**src/rtl/core/tapwf_pkg.sv**
```systemverilog
// tapwf_pkg: shared types and constants of the tunable allpass filter.
// Used by tapwf_div, tapwf_mul and tunable_allpass_with_feedback; no dependencies.
package tapwf_pkg;

  localparam int FREQ_W  = 17;  // freq_hz, whole Hz
  localparam int RATE_W  = 18;  // sample_rate, Hz
  localparam int COEF_W  = 18;  // a0, signed Q2.16
  localparam int FRAC_W  = 16;  // fraction bits of omega and a0
  localparam int NUM_W   = 35;  // freq_hz * pi in Q16
  localparam int DIV_W   = 19;  // divisor and partial remainder
  localparam int QUO_W   = 18;  // quotient register
  localparam int STEP_W  = 5;   // divider step counter
  localparam int CFG_AW  = 3;   // APB byte address
  localparam int CFG_DW  = 32;  // APB data

  localparam logic [RATE_W-1:0] PI_Q16      = 18'd205887;  // round(pi * 2^16)
  localparam logic [DIV_W-1:0]  ONE_Q16     = 19'd65536;
  localparam logic [QUO_W-1:0]  OMEGA_MAX   = 18'h3FFFF;
  localparam logic [RATE_W-1:0] RATE_RESET  = 18'd44100;
  localparam logic [STEP_W-1:0] OMEGA_STEPS = 5'd18;
  localparam logic [STEP_W-1:0] COEF_STEPS  = 5'd16;

  // Register index, taken from paddr[2]
  localparam logic REG_SAMPLE_RATE = 1'b0;

  typedef enum logic [3:0] {
    S_IDLE,
    S_MUL_OM,
    S_MUL_FB,
    S_FED,
    S_DIV_OM,
    S_COEF,
    S_DIV_A0,
    S_MUL_Y,
    S_OUT
  } seq_state_t;

  typedef struct packed {
    logic              start;
    logic [DIV_W-1:0]  rem0;     // initial partial remainder, below divisor
    logic [QUO_W-1:0]  bits;     // dividend bits shifted in, MSB first
    logic [DIV_W-1:0]  divisor;
    logic [STEP_W-1:0] steps;
  } div_req_t;

  typedef struct packed {
    logic             done;
    logic [QUO_W-1:0] quot;
  } div_rsp_t;

endpackage

```
**src/rtl/core/tunable_allpass_with_feedback.sv**
```systemverilog
// tunable_allpass_with_feedback: first-order allpass with output feedback, fixed point.
// Depends on tapwf_pkg, tapwf_mul (shared multiplier) and tapwf_div (serial divider).
//
// Usage:
//   in channel : one beat per audio sample, carrying sample_in, freq_hz and
//                feedback_gain. in_tready is high only while the sequencer idles.
//   out channel: one beat per accepted input, carrying sample_out. The result
//                sits in an output register, so a new input is taken while an
//                old result still waits for out_tready.
//   cfg port   : APB, sample_rate at byte address 0; write it only while idle.
// Timing: when omega saturates the omega division is skipped. A new beat is
//   taken in the cycle after the result is loaded. The two serial divisions
//   (18 and 16 steps through the one shared divider) set the time per sample.
// Reset: sample_rate returns to 44100, filter history (previous output and
//   previous fed input) clears to zero, no result is pending.
// Stall: a finished result holds in the sequencer's last step until the
//   output register is free; the filter history updates only then.
module tunable_allpass_with_feedback import tapwf_pkg::*; #(
  parameter int SAMPLE_BITS = 16,
  localparam int InDataW  = ((2 * SAMPLE_BITS + FREQ_W + 7) / 8) * 8,
  localparam int OutDataW = ((SAMPLE_BITS + 7) / 8) * 8
) (
  input  logic                clk,
  input  logic                rst_n,
  // in_tdata: sample_in, freq_hz, feedback_gain (from bit 0 up)
  input  logic                in_tvalid,
  output logic                in_tready,
  input  logic [InDataW-1:0]  in_tdata,
  // out_tdata: sample_out (from bit 0 up)
  output logic                out_tvalid,
  input  logic                out_tready,
  output logic [OutDataW-1:0] out_tdata,
  input  logic                cfg_psel,
  input  logic                cfg_penable,
  input  logic                cfg_pwrite,
  input  logic [CFG_AW-1:0]   cfg_paddr,
  input  logic [CFG_DW-1:0]   cfg_pwdata,
  output logic [CFG_DW-1:0]   cfg_prdata,
  output logic                cfg_pready
);

  localparam int SB   = SAMPLE_BITS;
  localparam int MulW = (SB + 1 > DIV_W) ? SB + 1 : DIV_W;
  localparam logic signed [SB-1:0] SMAX = {1'b0, {(SB-1){1'b1}}};
  localparam logic signed [SB-1:0] SMIN = {1'b1, {(SB-1){1'b0}}};
  localparam logic signed [COEF_W-1:0] A0_ONE     = signed'(COEF_W'(ONE_Q16));
  localparam logic signed [COEF_W-1:0] A0_NEG_ONE = -A0_ONE;

  seq_state_t state_r, state_nxt;

  // Configuration and filter history
  logic [RATE_W-1:0]    rate_r, rate_nxt;
  logic signed [SB-1:0] prev_out_r, prev_out_nxt;
  logic signed [SB-1:0] prev_fed_r, prev_fed_nxt;
  logic                 out_valid_r, out_valid_nxt;

  // Per-sample working registers
  logic signed [SB-1:0]     x_r, x_nxt;
  logic [FREQ_W-1:0]        freq_r, freq_nxt;
  logic signed [SB-1:0]     gain_r, gain_nxt;
  logic [NUM_W-1:0]         num_r, num_nxt;
  logic signed [SB-1:0]     fed_r, fed_nxt;
  logic [QUO_W-1:0]         omega_r, omega_nxt;
  logic                     coef_neg_r, coef_neg_nxt;
  logic signed [COEF_W-1:0] a0_r, a0_nxt;
  logic [OutDataW-1:0]      out_data_r, out_data_nxt;

  // Shared units
  logic                      mul_en;
  logic signed [MulW-1:0]    mul_a, mul_b;
  logic signed [2*MulW-1:0]  prod;
  div_req_t                  div_req;
  div_rsp_t                  div_rsp;

  // Datapath terms
  logic                      in_beat;
  logic                      cfg_wr;
  logic                      omega_ovf;
  logic                      out_free;
  logic signed [2*MulW-1:0]  fb_full;
  logic signed [SB+1:0]      fed_wide;
  logic signed [SB:0]        diff;
  logic [DIV_W-1:0]          om_ext;
  logic [DIV_W-1:0]          coef_mag;
  logic [COEF_W-1:0]         q_ext;
  logic signed [2*MulW-1:0]  prod_sh;
  logic signed [SB+1:0]      y_wide;
  logic signed [SB-1:0]      y_sat;

  tapwf_mul #(.MulW(MulW)) u_mul (
    .clk (clk),
    .en  (mul_en),
    .a   (mul_a),
    .b   (mul_b),
    .p   (prod)
  );

  tapwf_div u_div (
    .clk   (clk),
    .rst_n (rst_n),
    .req   (div_req),
    .rsp   (div_rsp)
  );

  assign in_tready  = (state_r == S_IDLE);
  assign in_beat    = in_tvalid && in_tready;
  assign cfg_pready = 1'b1;
  assign cfg_wr     = cfg_psel && cfg_penable && cfg_pwrite && cfg_pready;
  assign cfg_prdata = (cfg_paddr[2] == REG_SAMPLE_RATE) ? CFG_DW'(rate_r) : '0;
  assign out_tvalid = out_valid_r;
  assign out_tdata  = out_data_r;

  // Combinational datapath terms
  always_comb begin
    // feedback term, floor of (prev_output * gain) / 2^(SB-1)
    fb_full  = prod >>> (SB - 1);
    fed_wide = (SB+2)'(x_r) - (SB+2)'(signed'(fb_full[SB:0]));
    diff     = (SB+1)'(fed_r) - (SB+1)'(prev_out_r);
    // quotient cannot fit 18 bits when num / 2^18 >= rate (covers zero rate too)
    omega_ovf = {1'b0, num_r[NUM_W-1:QUO_W]} >= rate_r;
    om_ext    = {1'b0, omega_r};
    coef_mag  = (omega_r[QUO_W-1:FRAC_W] == '0) ? (ONE_Q16 - om_ext) : (om_ext - ONE_Q16);
    q_ext     = {{(COEF_W-FRAC_W){1'b0}}, div_rsp.quot[FRAC_W-1:0]};
    prod_sh   = prod >>> FRAC_W;
    y_wide    = signed'(prod_sh[SB+1:0]) + (SB+2)'(prev_fed_r);
    if (y_wide > (SB+2)'(SMAX)) begin
      y_sat = SMAX;
    end else if (y_wide < (SB+2)'(SMIN)) begin
      y_sat = SMIN;
    end else begin
      y_sat = y_wide[SB-1:0];
    end
    out_free = !out_valid_r || out_tready;
  end

  // Sequencer: next state, unit controls and register updates
  always_comb begin
    state_nxt     = state_r;
    rate_nxt      = rate_r;
    prev_out_nxt  = prev_out_r;
    prev_fed_nxt  = prev_fed_r;
    out_valid_nxt = out_valid_r;
    x_nxt         = x_r;
    freq_nxt      = freq_r;
    gain_nxt      = gain_r;
    num_nxt       = num_r;
    fed_nxt       = fed_r;
    omega_nxt     = omega_r;
    coef_neg_nxt  = coef_neg_r;
    a0_nxt        = a0_r;
    out_data_nxt  = out_data_r;
    mul_en        = 1'b0;
    mul_a         = '0;
    mul_b         = '0;
    div_req       = '0;

    if (cfg_wr && cfg_paddr[2] == REG_SAMPLE_RATE) begin
      rate_nxt = cfg_pwdata[RATE_W-1:0];
    end
    // drop the output beat once taken
    if (out_valid_r && out_tready) begin
      out_valid_nxt = 1'b0;
    end

    case (state_r)
      S_IDLE: begin
        if (in_beat) begin
          x_nxt     = in_tdata[SB-1:0];
          freq_nxt  = in_tdata[SB+FREQ_W-1:SB];
          gain_nxt  = in_tdata[2*SB+FREQ_W-1:SB+FREQ_W];
          state_nxt = S_MUL_OM;
        end
      end
      S_MUL_OM: begin
        mul_en    = 1'b1;
        mul_a     = MulW'(freq_r);
        mul_b     = MulW'(PI_Q16);
        state_nxt = S_MUL_FB;
      end
      S_MUL_FB: begin
        num_nxt   = prod[NUM_W-1:0];
        mul_en    = 1'b1;
        mul_a     = MulW'(prev_out_r);
        mul_b     = MulW'(gain_r);
        state_nxt = S_FED;
      end
      S_FED: begin
        if (fed_wide > (SB+2)'(SMAX)) begin
          fed_nxt = SMAX;
        end else if (fed_wide < (SB+2)'(SMIN)) begin
          fed_nxt = SMIN;
        end else begin
          fed_nxt = fed_wide[SB-1:0];
        end
        if (omega_ovf) begin
          omega_nxt = OMEGA_MAX;
          state_nxt = S_COEF;
        end else begin
          // omega = num / rate, high bits seed the remainder
          div_req.start   = 1'b1;
          div_req.rem0    = DIV_W'(num_r[NUM_W-1:QUO_W]);
          div_req.bits    = num_r[QUO_W-1:0];
          div_req.divisor = DIV_W'(rate_r);
          div_req.steps   = OMEGA_STEPS;
          state_nxt       = S_DIV_OM;
        end
      end
      S_DIV_OM: begin
        if (div_rsp.done) begin
          omega_nxt = div_rsp.quot;
          state_nxt = S_COEF;
        end
      end
      S_COEF: begin
        // |a0| = |omega - 1| * 2^16 / (omega + 1), sign applied afterwards
        coef_neg_nxt    = (omega_r[QUO_W-1:FRAC_W] == '0);
        div_req.start   = 1'b1;
        div_req.rem0    = coef_mag;
        div_req.bits    = '0;
        div_req.divisor = om_ext + ONE_Q16;
        div_req.steps   = COEF_STEPS;
        state_nxt       = S_DIV_A0;
      end
      S_DIV_A0: begin
        if (div_rsp.done) begin
          // zero omega gives exactly minus one, beyond the 16-bit quotient
          if (omega_r == '0) begin
            a0_nxt = A0_NEG_ONE;
          end else begin
            a0_nxt = coef_neg_r ? -signed'(q_ext) : signed'(q_ext);
          end
          state_nxt = S_MUL_Y;
        end
      end
      S_MUL_Y: begin
        mul_en    = 1'b1;
        mul_a     = MulW'(a0_r);
        mul_b     = MulW'(diff);
        state_nxt = S_OUT;
      end
      S_OUT: begin
        // hold here until the output register is free
        if (out_free) begin
          out_data_nxt  = OutDataW'(unsigned'(y_sat));
          out_valid_nxt = 1'b1;
          prev_out_nxt  = y_sat;
          prev_fed_nxt  = fed_r;
          state_nxt     = S_IDLE;
        end
      end
      default: begin
        state_nxt = S_IDLE;
      end
    endcase
  end

  always_ff @(posedge clk) begin
    if (!rst_n) begin
      state_r     <= S_IDLE;
      rate_r      <= RATE_RESET;
      prev_out_r  <= '0;
      prev_fed_r  <= '0;
      out_valid_r <= 1'b0;
    end else begin
      state_r     <= state_nxt;
      rate_r      <= rate_nxt;
      prev_out_r  <= prev_out_nxt;
      prev_fed_r  <= prev_fed_nxt;
      out_valid_r <= out_valid_nxt;
    end
  end

  always_ff @(posedge clk) begin
    x_r        <= x_nxt;
    freq_r     <= freq_nxt;
    gain_r     <= gain_nxt;
    num_r      <= num_nxt;
    fed_r      <= fed_nxt;
    omega_r    <= omega_nxt;
    coef_neg_r <= coef_neg_nxt;
    a0_r       <= a0_nxt;
    out_data_r <= out_data_nxt;
  end

  // An accepted beat keeps the block busy on the next cycle.
  a_busy_after_beat: assert property (@(posedge clk) disable iff (!rst_n)
    in_beat |=> !in_tready)
    else $error("input taken again right after a beat");

  // The divider reports completion only while the sequencer waits for it.
  a_div_done_expected: assert property (@(posedge clk) disable iff (!rst_n)
    div_rsp.done |-> (state_r == S_DIV_OM || state_r == S_DIV_A0))
    else $error("divider finished outside a division step");

  // The allpass coefficient stays within [-1, 1).
  a_coef_range: assert property (@(posedge clk) disable iff (!rst_n)
    state_r == S_MUL_Y |-> (a0_r >= A0_NEG_ONE && a0_r < A0_ONE))
    else $error("allpass coefficient out of range");

  // A pending result is never overwritten before it is taken.
  a_no_overwrite: assert property (@(posedge clk) disable iff (!rst_n)
    (out_valid_r && !out_tready) |=> $stable(out_data_r))
    else $error("pending output beat overwritten");

endmodule

```
**src/rtl/core/tapwf_div.sv**
```systemverilog
// tapwf_div: restoring divider, one quotient bit per cycle.
// Depends on tapwf_pkg (div_req_t, div_rsp_t, widths).
module tapwf_div import tapwf_pkg::*; (
  input  logic     clk,
  input  logic     rst_n,
  input  div_req_t req,
  output div_rsp_t rsp
);

  logic              busy_r, busy_nxt;
  logic              done_r, done_nxt;
  logic [STEP_W-1:0] cnt_r, cnt_nxt;
  logic [DIV_W-1:0]  rem_r, rem_nxt;
  logic [DIV_W-1:0]  den_r, den_nxt;
  logic [QUO_W-1:0]  sh_r, sh_nxt;
  logic [DIV_W:0]    trial;
  logic [DIV_W:0]    diff;
  logic              fits;

  always_comb begin
    trial    = {rem_r, sh_r[QUO_W-1]};
    diff     = trial - {1'b0, den_r};
    fits     = trial >= {1'b0, den_r};
    busy_nxt = busy_r;
    done_nxt = 1'b0;
    cnt_nxt  = cnt_r;
    rem_nxt  = rem_r;
    den_nxt  = den_r;
    sh_nxt   = sh_r;
    if (req.start) begin
      busy_nxt = 1'b1;
      cnt_nxt  = req.steps;
      rem_nxt  = req.rem0;
      den_nxt  = req.divisor;
      sh_nxt   = req.bits;
    end else if (busy_r) begin
      // shift the next dividend bit in, subtract when it fits
      rem_nxt = fits ? diff[DIV_W-1:0] : trial[DIV_W-1:0];
      sh_nxt  = {sh_r[QUO_W-2:0], fits};
      cnt_nxt = cnt_r - 1'b1;
      if (cnt_r == STEP_W'(1)) begin
        busy_nxt = 1'b0;
        done_nxt = 1'b1;
      end
    end
  end

  always_ff @(posedge clk) begin
    if (!rst_n) begin
      busy_r <= 1'b0;
      done_r <= 1'b0;
      cnt_r  <= '0;
    end else begin
      busy_r <= busy_nxt;
      done_r <= done_nxt;
      cnt_r  <= cnt_nxt;
    end
  end

  always_ff @(posedge clk) begin
    rem_r <= rem_nxt;
    den_r <= den_nxt;
    sh_r  <= sh_nxt;
  end

  assign rsp.done = done_r;
  assign rsp.quot = sh_r;

endmodule

```
**src/rtl/core/tapwf_mul.sv**
```systemverilog
// tapwf_mul: registered signed multiplier shared by all products of the filter.
// Depends on tapwf_pkg only through the common import convention.
module tapwf_mul import tapwf_pkg::*; #(
  parameter int MulW = 19
) (
  input  logic                  clk,
  input  logic                  en,
  input  logic signed [MulW-1:0] a,
  input  logic signed [MulW-1:0] b,
  output logic signed [2*MulW-1:0] p
);

  logic signed [2*MulW-1:0] p_r, p_nxt;

  always_comb begin
    p_nxt = en ? a * b : p_r;
  end

  always_ff @(posedge clk) begin
    p_r <= p_nxt;
  end

  assign p = p_r;

endmodule

```
**config.mk**
```make
export PLATFORM = sky130hd
export DESIGN_NAME = tunable_allpass_with_feedback
export DESIGN_NICKNAME = d
export VERILOG_FILES = /design/src/rtl/core/tapwf_pkg.sv /design/src/rtl/core/tunable_allpass_with_feedback.sv /design/src/rtl/core/tapwf_div.sv /design/src/rtl/core/tapwf_mul.sv
export SDC_FILE = /design/constraint.sdc
export NUM_CORES = 2
export LEC_CHECK = 0
export BUFFER_PORTS_ARGS = -buffer_cell sky130_fd_sc_hd__buf_4
export CORE_MARGIN = 3
export CORE_UTILIZATION = 45
export CTS_BUF_LIST = sky130_fd_sc_hd__clkbuf_8
export CTS_CLUSTER_SIZE = 30
export DETAILED_ROUTE_END_ITERATION = 12
export GPL_ROUTABILITY_DRIVEN = 0
export PLACE_DENSITY_LB_ADDON = 0.2
export SYNTH_ARGS = -nofsm -noshare
export SYNTH_HDL_FRONTEND = slang
export SYNTH_SLANG_ARGS = --single-unit
```
**constraint.sdc**
```tcl
create_clock -name clk -period 12.3 [get_ports clk]
set_clock_uncertainty 0.2 [all_clocks]
set_input_delay 1.23 -clock clk [delete_from_list [all_inputs] [get_ports clk]]
set_output_delay 1.23 -clock clk [all_outputs]
set_load 0.03 [all_outputs]
```
### Word-level counts from Yosys, hierarchy flattened

Index checks and enable logic that the tools add are counted.

| cells by class | value |
|---|---|
| add/subtract/negate cells | 9 |
| multiplexer cells | 34 |
| equal/unequal tests | 14 |
| reduce and logical (&&, ||, !) cells | 19 |
| magnitude comparators | 6 |
| multiply operators | 1 |
| bitwise operators | 3 |

Operators with widths:

| cell | count |
|---|---|
| case mux 62 bit (2 select lines) | 1 |
| case mux 19 bit (3 select lines) | 2 |
| 2-to-1 mux 18 bit | 6 |
| 2-to-1 mux 19 bit | 4 |
| 2-to-1 mux 62 bit | 1 |
| 2-to-1 mux 16 bit | 3 |
| > comparator 18 x 16 -> 1 bit, second input constant | 2 |
| less-than comparator 18 x 16 -> 1 bit, second input constant | 2 |
| case mux 18 bit (2 select lines) | 1 |
| case mux 4 bit (9 select lines) | 1 |
| multiplier 19 x 19 -> 35 bit | 1 |
| >= comparator 20 x 19 -> 1 bit | 1 |
| adder 18 x 17 -> 19 bit, second input constant | 1 |
| subtractor 17 x 18 -> 19 bit, first input constant | 1 |
| subtractor 18 x 17 -> 19 bit, second input constant | 1 |
| subtractor 19 bit | 1 |
| adder 18 x 16 -> 18 bit | 1 |
| >= comparator 17 x 18 -> 1 bit | 1 |
| zero test 18 bit | 1 |
| negator 16 -> 18 bit | 1 |
| subtractor 16 x 17 -> 18 bit | 1 |
| subtractor 16 x 16 -> 17 bit | 1 |
| equality test 4 x 3 -> 1 bit, second input constant | 4 |
| 2-to-1 mux 4 bit | 4 |
| 20 further kinds | 43 |

| word-level totals | value |
|---|---|
| output and inout port bits | 51 |
| flip-flop bits (word level) | 306 |
| logic and storage cells | 107 |
| bits of input ports | 98 |

### Depth between registers and ports, before layout

| logic depth | value |
|---|---|
| depth in word-level cells | 4 |
| gate-level depth with buffers | 35 |
| mapped depth without buffers | 35 |

### Cells and area by module

Synthesis repeated with hierarchy kept, for this count alone.

| second synthesis, totals | value |
|---|---|
| cells, all modules | 3,013 |
| area total of the unflattened synthesis | 30,341.6 um2 |

Modules (own cells, without submodules):

| module | seq. area each (um2) | area an instance (um2) | times used | cells an instance |
|---|---|---|---|---|
| tapwf_mul | 1,141.1 | 14,671.6 | 1 | 1,501 |
| tunable_allpass_with_feedback | 5,695.5 | 11,723.7 | 1 | 1,147 |
| tapwf_div | 1,821.7 | 3,946.3 | 1 | 365 |

### Worst setup path before layout

No wires, ideal clock.

| timing | value |
|---|---|
| kind | reg-to-reg |
| from | register state_r[1] |
| to | register u_mul.p_r[34], in the netlist u_mul.p[34] (data pin) |
| path slack | 3.306 ns |
| data arrival time | 8.534 ns |
| data required time | 11.840 ns |
| period minus slack after synthesis | 8.994 ns |
| library setup time | 0.260 ns |
| cell stages (with the launch flop) | 31 |
| cell sequence | dfxtp_1 > clkbuf_1 > nand2b_1 > nor3_2 > clkbuf_1 > nand2_1 > o21ai_1 > clkbuf_1 > nand2_1 > fa_1 > inv_1 > fa_1 > inv_1 > fa_1 > inv_1 > fa_1 > fa_1 > fa_1 > inv_1 > fa_1 > inv_1 > ha_1 > o211ai_1 > nand2_1 > and4_1 > a22o_1 > a21oi_1 > o31ai_1 > a211o_1 > a21oi_1 > xnor2_1 |

| between the ends | value |
|---|---|
| longest elaborated chain between the ends | 3 |
| elaborated cells on any way between the ends | 6 |

RTL lines:

| what | line | RTL |
|---|---|---|
| start, declared | tunable_allpass_with_feedback.sv:49 | `seq_state_t state_r, state_nxt;` |
| start signal, assigned | tunable_allpass_with_feedback.sv:265 | `state_r <= state_nxt;` |
| equality test 4 x 3 -> 1 bit (tied with other cells) | tunable_allpass_with_feedback.sv:165 | `case (state_r)` |
| case mux 19 bit (3 select lines) | tunable_allpass_with_feedback.sv:165 |  |
| multiplier 19 x 19 -> 35 bit * | tapwf_mul.sv:16 | `p_nxt = en ? a * b : p_r;` |
| end signal, assigned | tapwf_mul.sv:20 | `p_r <= p_nxt;` |
| end, declared | tapwf_mul.sv:13 | `logic signed [2*MulW-1:0] p_r, p_nxt;` |

Mark *: on every way between the ends. The rest lies on a longest branch, timed or not.
A chain may end at the register's enable or synchronous reset.

### Worst setup path in the final report

| timing | value |
|---|---|
| from | register prev_out_r[0] |
| to | register u_mul.p_r[33], in the netlist u_mul.p[33] (data pin) |

| between the ends | value |
|---|---|
| longest elaborated chain between the ends | 3 |
| elaborated cells on any way between the ends | 4 |

RTL lines:

| what | line | RTL |
|---|---|---|
| start, declared | tunable_allpass_with_feedback.sv:53 | `logic signed [SB-1:0] prev_out_r, prev_out_nxt;` |
| start signal, assigned | tunable_allpass_with_feedback.sv:267 | `prev_out_r <= prev_out_nxt;` |
| subtractor 16 x 16 -> 17 bit | tunable_allpass_with_feedback.sv:118 | `diff = (SB+1)'(fed_r) - (SB+1)'(prev_out_r);` |
| case mux 19 bit (3 select lines) | tunable_allpass_with_feedback.sv:165 |  |
| multiplier 19 x 19 -> 35 bit * | tapwf_mul.sv:16 |  |

Marks and branches as above.

==> impl_metrics.tcl <==
set metrics [dict create \
    cts_resized 0 \
    yosys_warnings 0 \
    fin_cells 3880 \
    leakage_nw 14.02 \
    tns_ns 0 \
    crit_required_ns 12.47 \
    drive_above_1_share 0.08810 \
    boundaryPins 149 \
    crit_top_cell "fa_1" \
    synth_area_sq_mm 0.02844 \
    power-per-cell-area_mw_per_mm2 103.2 \
    startpoint_type "register" \
    area.growth.synth_to_final_pct 10.20 \
    setup_viol 0 \
    grt_pass1_wl_microns 123400 \
    hold_viol 0 \
    cpPeakStageDelay_ns 0.57 \
    core_area_sq_mm 0.06217 \
    drt-pass1-iter-count 5 \
    grt_usage 0.2413 \
    drt_iter0_markers 1760 \
    cts_buffer_depth 3 \
    ys_ff_latch 306 \
    grt_pass1_vias 21730 \
    holdBufCountCts 0 \
    dp.cells 3776 \
    clk_latency_ns 0.68 \
    status "finished, final reports clean" \
    max-cap-violations 0 \
    fin_total_pwr_mw 3.236 \
    cts.sinks 306 \
    dr_total_vias 21380 \
    htreeDepth 2 \
    avgRoutedWirePerCell_microns 20.62 \
    async_reset_ff_frac 0 \
    post-route-util 0.5041 \
    crit_path_end_kind "register" \
    syn_inst 2894 \
    worstHoldPathType "reg2reg" \
    drt_wl_total_microns 80000 \
    rsz0062_at_grt "false" \
    dieArea_sq_mm 0.06625 \
    place_hpwl_microns 61590 \
    ant_nets 0 \
    min_period_ns 9.834 \
    max_slew_margin 0.2142 \
    grt_max_degree 72 \
    worst_pin_slew_ns 1.179 \
    cts_tree "done" \
    post-route-period-util 0.7995 \
    cp_max_fo 20 \
    grt_antenna_before_repair 2 \
    root_buffer "clkbuf_8" \
    worstSetupPathType "reg2reg" \
    start_util 0.4575 \
    synth-edff-count 244 \
    peakVddDrop_uv 80.71 \
    drc 0 \
    synth.distinct_cells 85 \
    layout.nets 3636 \
    num_rows 91 \
    slowest_stage "fa_1" \
    final_max_slew_viol_count 0 \
    cts_setup_buffers 0 \
    synthFlopType "edfxtp_1" \
    io_buffers 110 \
    die_w_microns 257.4 \
    grt.overflow.total 0 \
    cts-buffers-inserted 55 \
    timing.fmax_ghz 0.1017 \
    clk_pin_slew_ns 0.06 \
    avgViaCountPerCell 5.510 \
    avgSynthCellArea_sq_um 9.827 \
    dpl_cell_area_sq_mm 0.03017 \
    dieHeight_microns 257.4 \
    final_area_sq_mm 0.03134 \
    ys_seq_area_frac 0.3013 \
    worstPathArrival_ns 10.00 \
]
[critical path, delay by kind of cell (launching register included)]
family | cells | cell delay (ns)
buffers and inverters | 6 | 0.74
and+or+nand+nor | 5 | 0.70
xor gates and xnor gates | 1 | 0.11
adders and majority gates | 10 | 4.70
AOI/OAI and AO/OA | 10 | 2.74
DFF | 1 | 0.34
[placed cells by master (no fill, tap or decap), types with 13 or more instances in the layout]
cell type,instances
inv_1,471
nand2_1,411
fa_1,342
edfxtp_1,244
nor2_1,205
ha_1,200
buf_4,148
o21ai_0,102
a21oi_1,102
xnor2_1,82
dfxtp_1,62
clkbuf_8,61
a21o_1,49
nand2b_1,43
xor2_1,43
and2_1,39
a21boi_0,35
o21a_1,28
a22o_1,25
nor2b_1,24
a22oi_1,23
nor3_1,17
or3_1,16
conb_1,15
nand3_1,14
o211ai_1,14
o31ai_1,14
and3_1,13
a221o_1,13
clkinv_2,13
[routing by layer]
metal	part of all wire	global-route usage
met5	0	0
met4	0.038	0.09239
met3	0.083	0.04517
met2	0.47	0.3946
met1	0.41	0.3199
[metrics by stage]
step | worst slack, ns | hold WS [ns]
6_report | 2.466 | 0.2173
5_1_grt | 1.930 | 0.2211
4_1_cts | 2.517 | 0.2142
3_5_place_dp | 2.544 | 0.2045
3_3_place_gp | 2.622 | 0.2011
2_1_floorplan | 3.306 | 0.2003
[flip-flops by register name, indices dropped and copies added, names as in the netlist]
signal / cells
a0_r: 18
prev_out_r: 16
u_mul.p: 35
state_r: 4
x_r: 16
gain_r: 16
num_r: 35
rate_r: 18
omega_r: 18
u_div.cnt_r: 5
out_tdata: 16
u_div.rem_r: 19
u_div.sh_r: 18
coef_neg_r: 1
u_div.busy_r: 1
freq_r: 17
u_div.den_r: 19
fed_r: 16
prev_fed_r: 16
out_tvalid: 1
u_div.done_r: 1
[layout make-up]
type,count,area [sq um]
multi-input combinational,2022,17700
sequential,306,8568
timing repair buffer,148,1111
fill,5743,30830
antenna,1,2.502
tap,837,1047
clock inverter,42,330.3
inverter,463,1738
clock buffer,61,839.6
[kinds of logic after synthesis]
family | after synthesis | share of synthesized area
multiplexers | 6 | 0.002112
XOR/XNOR | 125 | 0.03850
buffers and inverters | 579 | 0.07985
flip-flops | 306 | 0.3013
adder cells (fa/ha/maj) | 542 | 0.3287
AO/OA/AOI/OAI | 504 | 0.1209
other | 2 | 0.0002641
AND/OR/NAND/NOR | 830 | 0.1284
[worst paths after layout]
path                                    start           to  slack [ns]  cells past startpoint
worst min-delay path               u_mul.p[1]     num_r[1]        0.22                      0
worst max-delay path            prev_out_r[0]  u_mul.p[33]        2.47                     32
worst min register to register     u_mul.p[1]     num_r[1]        0.22                      0
worst max register to register  prev_out_r[0]  u_mul.p[33]        2.47                     32
[Yosys cell counts (5+ instances only)]
master	n	area [sq um]
mux2i_1	6	60.06
a211o_1	5	43.79
o21ai_1	12	60.06
o21a_1	28	210.2
o21ai_0	102	510.5
xnor2_1	82	718.2
o31ai_1	14	105.1
a31oi_1	5	31.28
a22o_1	25	219.0
buf_2	8	40.04
a221o_1	13	130.1
nor2_1	206	773.2
a221oi_1	5	43.79
a211oi_1	12	90.09
a22oi_1	23	172.7
nand2b_1	43	269.0
nor2b_1	24	150.1
and3_1	13	81.33
xor2_1	43	376.6
a21o_1	49	367.9
nor3_1	20	100.1
a21boi_0	36	270.3
o21bai_1	12	90.09
dfxtp_1	62	1241
nor4_1	5	31.28
inv_1	461	1730
buf_4	17	127.6
o211ai_1	14	105.1
clkbuf_1	85	319.1
nand3_1	14	70.07
ha_1	200	2502
and2_1	40	250.2
edfxtp_1	244	7327
or3_1	16	100.1
nand2_1	412	1546
o21ai_2	7	61.31
nand4_1	7	43.79
a21oi_1	102	510.5
fa_1	342	6847
[report_power, final]
part	total (mW)	switching (mW)	internal, mW
Sequential	1.30	0.0700	1.23
Combinational	0.910	0.571	0.339
Clock	1.03	0.462	0.566
Total	3.24	1.10	2.13
Power figures use the tool's default switching activity.
